$ cat config.mk
export PLATFORM = sky130hd
export DESIGN_NAME = positional_sequence_store
export DESIGN_NICKNAME = d
export VERILOG_FILES = /design/src/sv/pss_pkg.sv /design/src/sv/pss_cell.sv /design/src/sv/positional_sequence_store.sv
export SDC_FILE = /design/constraint.sdc
export NUM_CORES = 2
export LEC_CHECK = 0
export ABC_AREA = 1
export BUFFER_PORTS_ARGS = -buffer_cell sky130_fd_sc_hd__buf_2
export CORE_MARGIN = 5
export CORE_UTILIZATION = 40
export CTS_BUF_LIST = sky130_fd_sc_hd__clkbuf_16
export DETAILED_ROUTE_END_ITERATION = 8
export SLEW_MARGIN = 20
export SYNTH_ARGS = -nofsm -noshare
export SYNTH_HDL_FRONTEND = slang
export SYNTH_HIERARCHICAL = 1
export SYNTH_SLANG_ARGS = --single-unit
$ cat constraint.sdc
create_clock -name clk -period 31.9 [get_ports clk]
set_clock_uncertainty 0.2 [all_clocks]
set_input_delay 6.38 -clock clk [delete_from_list [all_inputs] [get_ports clk]]
set_output_delay 6.38 -clock clk [all_outputs]
set_load 0.03 [all_outputs]
$ cat src/sv/pss_pkg.sv
// Shared types and constants for the positional sequence store.
package pss_pkg;

  localparam int DEPTH = 32;
  localparam int IDX_W = $clog2(DEPTH);
  localparam int CNT_W = $clog2(DEPTH + 1);
  localparam int POS_W = 6;
  localparam int VAL_W = 32;
  localparam int LEN_W = 6;
  localparam int CMP_W = (CNT_W > POS_W) ? CNT_W : POS_W;

  typedef enum logic [1:0] {
    CMD_APPEND = 2'd0,
    CMD_INSERT = 2'd1,
    CMD_DELETE = 2'd2,
    CMD_DUMP   = 2'd3
  } cmd_t;

  typedef enum logic [1:0] {
    STS_OK      = 2'd0,
    STS_BAD_POS = 2'd1,
    STS_FULL    = 2'd2
  } status_t;

  typedef enum logic [1:0] {
    CELL_HOLD,
    CELL_INS,
    CELL_DEL,
    CELL_ROT
  } cell_op_t;

  typedef enum logic {
    ST_IDLE,
    ST_DUMP
  } pss_state_t;

  // Broadcast control from the sequencer to every cell
  typedef struct packed {
    cell_op_t                op;
    logic [IDX_W-1:0]        idx;
    logic signed [VAL_W-1:0] value;
  } cell_ctl_t;

  typedef struct packed {
    cmd_t                    cmd;
    logic [POS_W-1:0]        position;
    logic signed [VAL_W-1:0] value;
  } in_item_t;

  typedef struct packed {
    status_t                 status;
    logic                    has_value;
    logic signed [VAL_W-1:0] elem_value;
    logic                    last;
    logic [LEN_W-1:0]        length;
  } out_item_t;

endpackage

$ cat src/sv/pss_cell.sv
// One storage cell of the shifting element chain.
module pss_cell
  import pss_pkg::*;
(
  input  logic                    clk,
  input  logic [IDX_W-1:0]        cell_idx,
  input  cell_ctl_t               ctl,
  input  logic signed [VAL_W-1:0] left_val,
  input  logic signed [VAL_W-1:0] right_val,
  input  logic signed [VAL_W-1:0] head_val,
  output logic signed [VAL_W-1:0] val
);

  logic signed [VAL_W-1:0] val_r;
  logic signed [VAL_W-1:0] val_nxt;

  // Pick the next value from self, neighbors, head or the broadcast value
  always_comb begin
    val_nxt = val_r;
    case (ctl.op)
      CELL_INS: begin
        if (cell_idx == ctl.idx) begin
          val_nxt = ctl.value;
        end else if (cell_idx > ctl.idx) begin
          val_nxt = left_val;
        end
      end
      CELL_DEL: begin
        if (cell_idx >= ctl.idx) begin
          val_nxt = right_val;
        end
      end
      CELL_ROT: begin
        if (cell_idx < ctl.idx) begin
          val_nxt = right_val;
        end else if (cell_idx == ctl.idx) begin
          val_nxt = head_val;
        end
      end
      default: val_nxt = val_r;
    endcase
  end

  always_ff @(posedge clk) begin
    val_r <= val_nxt;
  end

  assign val = val_r;

endmodule

$ cat src/sv/positional_sequence_store.sv
// Positional sequence store: a chain of value cells under one sequencer.
// Append, insert and delete: one result, registered in the cycle after acceptance.
// Dump: one result per stored element, one per cycle while out_stall is low;
// the chain rotates the live cells by one per emitted element and in_stall stays high.
// Throughput: one command per cycle while out_stall is low; a dump holds the input until its last element is emitted.
// Reset clears count, sequencer state and output valid; cell contents are not reset.
module positional_sequence_store
  import pss_pkg::*;
(
  input  logic      clk,
  input  logic      rst_n,
  input  logic      in_valid,
  output logic      in_stall,
  input  in_item_t  in_data,
  output logic      out_valid,
  input  logic      out_stall,
  output out_item_t out_data
);

  pss_state_t       state_r, state_nxt;
  logic [CNT_W-1:0] count_r, count_nxt;
  logic [CNT_W-1:0] dump_cnt_r, dump_cnt_nxt;
  logic             out_valid_r;
  out_item_t        out_data_r;
  out_item_t        out_nxt;
  logic             out_load;
  logic             slot_free;
  logic             in_fire;
  logic             pos_bad;
  logic             full;
  logic [IDX_W-1:0] pos_idx;
  cell_ctl_t        ctl;
  logic signed [VAL_W-1:0] cell_val [DEPTH];

  // Build the cell chain
  for (genvar i = 0; i < DEPTH; i++) begin : g_cell
    logic signed [VAL_W-1:0] left_v;
    logic signed [VAL_W-1:0] right_v;
    if (i == 0) begin : g_first
      assign left_v = ctl.value;
    end else begin : g_mid_l
      assign left_v = cell_val[i-1];
    end
    if (i == DEPTH - 1) begin : g_lastc
      assign right_v = cell_val[i];
    end else begin : g_mid_r
      assign right_v = cell_val[i+1];
    end
    pss_cell u_cell (
      .clk       (clk),
      .cell_idx  (IDX_W'(i)),
      .ctl       (ctl),
      .left_val  (left_v),
      .right_val (right_v),
      .head_val  (cell_val[0]),
      .val       (cell_val[i])
    );
  end

  assign slot_free = !out_valid_r || !out_stall;
  assign in_stall  = !((state_r == ST_IDLE) && slot_free);
  assign in_fire   = in_valid && !in_stall;
  assign pos_bad   = (CMP_W'(in_data.position) == CMP_W'(0)) ||
                     (CMP_W'(in_data.position) > CMP_W'(count_r));
  assign full      = (count_r == CNT_W'(DEPTH));
  assign pos_idx   = IDX_W'(in_data.position - POS_W'(1));

  // Sequencer: next state, cell control and result item
  always_comb begin
    state_nxt    = state_r;
    count_nxt    = count_r;
    dump_cnt_nxt = dump_cnt_r;
    out_load     = 1'b0;
    out_nxt      = '0;
    ctl.op       = CELL_HOLD;
    ctl.idx      = '0;
    ctl.value    = in_data.value;
    case (state_r)
      ST_IDLE: begin
        if (in_fire) begin
          out_load     = 1'b1;
          out_nxt.last = 1'b1;
          case (in_data.cmd)
            CMD_APPEND: begin
              if (full) begin
                out_nxt.status = STS_FULL;
              end else begin
                ctl.op    = CELL_INS;
                ctl.idx   = IDX_W'(count_r);
                count_nxt = count_r + CNT_W'(1);
              end
            end
            CMD_INSERT: begin
              if (pos_bad) begin
                out_nxt.status = STS_BAD_POS;
              end else if (full) begin
                out_nxt.status = STS_FULL;
              end else begin
                ctl.op    = CELL_INS;
                ctl.idx   = pos_idx;
                count_nxt = count_r + CNT_W'(1);
              end
            end
            CMD_DELETE: begin
              if (pos_bad) begin
                out_nxt.status = STS_BAD_POS;
              end else begin
                ctl.op    = CELL_DEL;
                ctl.idx   = pos_idx;
                count_nxt = count_r - CNT_W'(1);
              end
            end
            CMD_DUMP: begin
              // empty store answers with a single bare item
              if (count_r != '0) begin
                out_load     = 1'b0;
                state_nxt    = ST_DUMP;
                dump_cnt_nxt = '0;
              end
            end
            default: out_load = 1'b0;
          endcase
          out_nxt.length = LEN_W'(count_nxt);
        end
      end
      ST_DUMP: begin
        // emit the head cell and rotate the live cells by one
        if (slot_free) begin
          out_load           = 1'b1;
          out_nxt.has_value  = 1'b1;
          out_nxt.elem_value = cell_val[0];
          out_nxt.last       = (dump_cnt_r == count_r - CNT_W'(1));
          out_nxt.length     = LEN_W'(count_r);
          ctl.op             = CELL_ROT;
          ctl.idx            = IDX_W'(count_r - CNT_W'(1));
          dump_cnt_nxt       = dump_cnt_r + CNT_W'(1);
          if (out_nxt.last) begin
            state_nxt = ST_IDLE;
          end
        end
      end
      default: state_nxt = ST_IDLE;
    endcase
  end

  always_ff @(posedge clk) begin
    if (!rst_n) begin
      state_r    <= ST_IDLE;
      count_r    <= '0;
      dump_cnt_r <= '0;
    end else begin
      state_r    <= state_nxt;
      count_r    <= count_nxt;
      dump_cnt_r <= dump_cnt_nxt;
    end
  end

  // Hold the result item until taken
  always_ff @(posedge clk) begin
    if (!rst_n) begin
      out_valid_r <= 1'b0;
    end else if (out_load) begin
      out_valid_r <= 1'b1;
    end else if (!out_stall) begin
      out_valid_r <= 1'b0;
    end
  end

  always_ff @(posedge clk) begin
    if (out_load) begin
      out_data_r <= out_nxt;
    end
  end

  assign out_valid = out_valid_r;
  assign out_data  = out_data_r;

  a_count_bound: assert property (@(posedge clk) disable iff (!rst_n)
    count_r <= CNT_W'(DEPTH))
    else $error("element count above depth");

  a_dump_blocks_input: assert property (@(posedge clk) disable iff (!rst_n)
    (state_r == ST_DUMP) |-> in_stall)
    else $error("input taken during dump");

  a_cmd_result: assert property (@(posedge clk) disable iff (!rst_n)
    (in_fire && (in_data.cmd != CMD_DUMP)) |=> (out_valid_r && out_data_r.last))
    else $error("command gave no final result");

  a_delete_shrinks: assert property (@(posedge clk) disable iff (!rst_n)
    (in_fire && (in_data.cmd == CMD_DELETE) && !pos_bad)
      |=> (count_r == $past(count_r) - CNT_W'(1)))
    else $error("delete did not shrink the store");

endmodule
==> metrics.sh <==
SETUP-VIOLATIONS-FINAL=0
CRITICAL_PATH.MOST_COMMON_CELL='sky130_fd_sc_hd__buf_2'
WORST_SLEW_MARGIN_PCT=21.0
CRIT_PATH_START_KIND='input port'
MOST_FREQUENT_CELLS_IN_THE_LAYOUT='sky130_fd_sc_hd__nand3_1 (3109), sky130_fd_sc_hd__inv_1 (1390), sky130_fd_sc_hd__edfxtp_1 (1066), sky130_fd_sc_hd__o21ai_1 (931), sky130_fd_sc_hd__a21oi_2 (865)'
ANTENNA_FOUND_INITIAL=3
ROW_COUNT=162
YS_TYPES=43
CLOCK_SINK_COUNT=1080
DIE_H_UM=452
FINISH.INSTANCE_AREA_UM2=83500
SYNTH.AVG_CELL_AREA_UM2=8.41
YS_SEQ_ELEMENTS=1080
TIMING_HOLD_VIOLATIONS_FINAL=0
CLOCK_SLEW_SEEN_BY_THE_REGISTERS_OF_THE_WORST_SETUP_AND_HOLD_PATHS_NS=0.05
TOTALWIRELENGTH_UM=300000
SYNTH_WARN=6
VDD_DROP_MAX_uV=43.4
SEQ_AREA_FRAC_SYNTH_PCT=41.4
CTS_RESIZED=0
DIE_AREA_UM2=204000
ASYNC_RESET_FF_SHARE_PCT=0
CTS_BUFFER_DEPTH=3
SYNTH_CELLS=9281
GRT_PASS1_WL_UM=447000
LAYOUT_WORST_PATH_CYCLE_SHARE_PCT=42.2
SETUP.REG_TO_REG.WORST_SLACK_NS=23.46
FINAL_LAYOUT_SIZE_SUFFIX_GT1_SHARE_PCT=16.5
FINAL_CRITICAL_PATH_SETUP_SLACK_NS=18.43
WORST_HOLD_PATH.ENDPOINT='dump_cnt_r[1]'
FIN_HOLD_WS_NS=0.327
MAXCAPVIOLCOUNT=0
HOLD_CLASS='flip-flop to flip-flop'
CRIT_PATH_BUF_INV_COUNT=2
SYNTH_FF_TYPE='sky130_fd_sc_hd__edfxtp_1'
CRIT_FAMILY='buffers and inverters'
CP_SLOWEST_CELL='sky130_fd_sc_hd__buf_2'
WL_PER_CELL_UM=25.5
TIMING.CRITICAL_PATH.CELLS='buf_2 -> nand2_1 -> nand2_2 -> buf_2'
LAYOUT.CELLS.MOST_COMMON='sky130_fd_sc_hd__nand3_1'
SETUP_REPAIR_AFTER_GLOBAL_ROUTING_MISSED_ITS_MARGIN='no'
FINAL.SETUP.TNS_NS=0
SYNTH_ENABLE_FLOP_CELLS=1066
NETS_FINAL=9322
POST-PLACE-WS_NS=17.87
VIA_PER_INST=6.18
FLOW.AREA_GROWTH_FROM_SYNTHESIS_PCT=6.96
POST-CTS-SETUP-BUFFERS=0
WORST_EP_REQUIRED_TIME_NS=25.32
POWER.DENSITY_CELL_AREA_nW_PER_UM2=57.8
CTS_STAGE_HOLD_BUFFER_COUNT=0
GRT_START_MAX_NET_PINS=217
HTREE_NUM_LEVELS=4
CRITICAL_PATH_PEAK_FANOUT=4
WORST_R2R_ENDPOINT='g_cell[18].u_cell/val[19]'
WORST_SETUP_PATH_STARTPOINT='out_stall'
MIN_DELAY_STARTPOINT='dump_cnt_r[1]'
ANT_NETS=0
BUFFER_PORTS.INSERTED=87
GRT_OVERFLOW=0
FLOORPLAN.INITIALDENSITY_PCT=40.1
CORE_UM2=194000
VIA_COUNT=72700
CLOCK_LATENCY_NS=0.80
POST-DP-HPWL_UM=182000
CTS_TREE='yes'
CTS-BUFFERS-INSERTED=134
WORST_PIN_SLEW_NS=1.19
OUTCOME='finished clean'
FIRST_PASS_ITERS=9
WORST-R2R-CELL-COUNT=21
SYNTH_AREA_UM2=78000
CLOCK_TREE.ROOT_CELL='sky130_fd_sc_hd__clkbuf_16'
CP_DATA_ARRIVAL_TIME_NS=6.90
FIRST_GLOBAL_VIAS=69100
DPL_CELL_AREA_UM2=78900
SLOWEST_DELAY_NS=0.19
GRT_USE_TOTAL_PCT=28.3
DRT_ITER0_MARKERS=10100
PERIOD_NEEDED_NS=13.47
TIMING.SETUP.CRITICAL_PATH_CLASS='input port to primary output'
GP_CONGESTION=0.901
POST-ROUTE-DRC-COUNT=0
TIMING_MAX_TRANSITION_VIOLATIONS_FINAL=0
TIMING.FMAX_GHz=0.0742
POWER_LEAKAGE_nW=31.5
NUM_IO_PINS=88
FILLERINSTANCES=19400
CRITICAL_PATH.ENDPOINT_TYPE='primary output'
R2R-START='count_r[4]'
DIE-WIDTH_UM=452
WORSTHOLDPATHCELLS=2
==> registers in the layout, summed over array words and instances, names as in the netlist <==
register / flops
g_cell.u_cell/val: 1024
out_valid: 1
dump_cnt_r: 6
state_r: 1
out_data: 42
count_r: 6
==> worst reg2reg max path, delay by kind of cell, from the launching register on <==
kind	cells	cell delay (ns)
compound gates	2	0.32
fa+ha+maj	1	0.32
buf+inv	10	5.46
flops	1	0.50
simple gates	8	1.35
==> worst max path at each step <==
| stage | slack (ns) | end | cells past startpoint |
|---|---|---|---|
| 2_1_floorplan | 12.24 | g_cell[0].u_cell/val[0] | 13 |
| 3_3_place_gp | 17.93 | g_cell[18].u_cell/val[28] | 21 |
| 3_5_place_dp | 17.87 | g_cell[18].u_cell/val[28] | 21 |
| 4_1_cts | 18.42 | in_stall | 4 |
| 5_1_grt | 18.18 | g_cell[18].u_cell/val[17] | 21 |
| 6_report | 18.43 | in_stall | 4 |
==> synthesized netlist by cell type (78+ instances only) <==
cell | instances | area share (%)
sky130_fd_sc_hd__nand3_1 | 3109 | 20
sky130_fd_sc_hd__inv_1 | 1373 | 6.6
sky130_fd_sc_hd__edfxtp_1 | 1066 | 41
sky130_fd_sc_hd__o21ai_1 | 932 | 6.0
sky130_fd_sc_hd__a21oi_2 | 865 | 9.7
sky130_fd_sc_hd__nand2_1 | 356 | 1.7
sky130_fd_sc_hd__buf_2 | 291 | 1.9
sky130_fd_sc_hd__a21oi_1 | 242 | 1.6
sky130_fd_sc_hd__ha_1 | 172 | 2.8
sky130_fd_sc_hd__buf_6 | 160 | 2.3
sky130_fd_sc_hd__clkbuf_1 | 134 | 0.64
sky130_fd_sc_hd__o21ai_0 | 113 | 0.72
sky130_fd_sc_hd__nor2_1 | 78 | 0.38
==> area by class of cell <==
| type | instances | area [µm²] | area share (%) |
|---|---|---|---|
| multi-input cells | 6231 | 36300 | 43.5 |
| clock inverters | 101 | 723 | 0.867 |
| repair buffers | 277 | 2210 | 2.65 |
| inverters | 1382 | 5210 | 6.24 |
| clock buffers | 141 | 3530 | 4.23 |
| diodes | 3 | 7.51 | 0.00900 |
| well taps | 2542 | 3180 | 3.81 |
| flip-flops and latches | 1080 | 32300 | 38.7 |
==> metrics by stage <==
stage	instances	util, %	total power [mW]
after global routing	11800	42.9	5.01
after detailed placement	11500	40.6	3.27
after CTS	11700	42.8	4.79
after floorplan	9439	-	2.88
after global placement	11500	40.5	3.25
final	11800	42.9	4.83
==> report_power, final <==
group	switching, mW	internal [mW]	leakage, nW
combinational	0.931	0.392	19.3
sequential	0.137	1.84	10.0
clock	0.655	0.870	2.20
==> cells by family (layout without fill, tap and decap cells) <==
family | Yosys count | after routing | share of synthesized area [%]
AO/OA/AOI/OAI | 2160 | 2160 | 18.1
XOR/XNOR | 16 | 16 | 0.189
adder cells (fa/ha/maj) | 172 | 172 | 2.76
buffers and inverters | 2128 | 1901 | 13.4
flip-flops | 1080 | 1080 | 41.4
other | 2 | 163 | 0.00963
AND/OR/NAND/NOR | 3723 | 3723 | 24.2
==> layer usage <==
metal	vias up	global-route usage [%]	wire, µm
met5	-	0	0
met4	0	13.2	16000
met3	827	6.64	36600
met2	4613	42.7	129000
met1	35000	38.4	119000
li1	32200	-	-
Note: power is estimated with default switching activity, not from simulation.
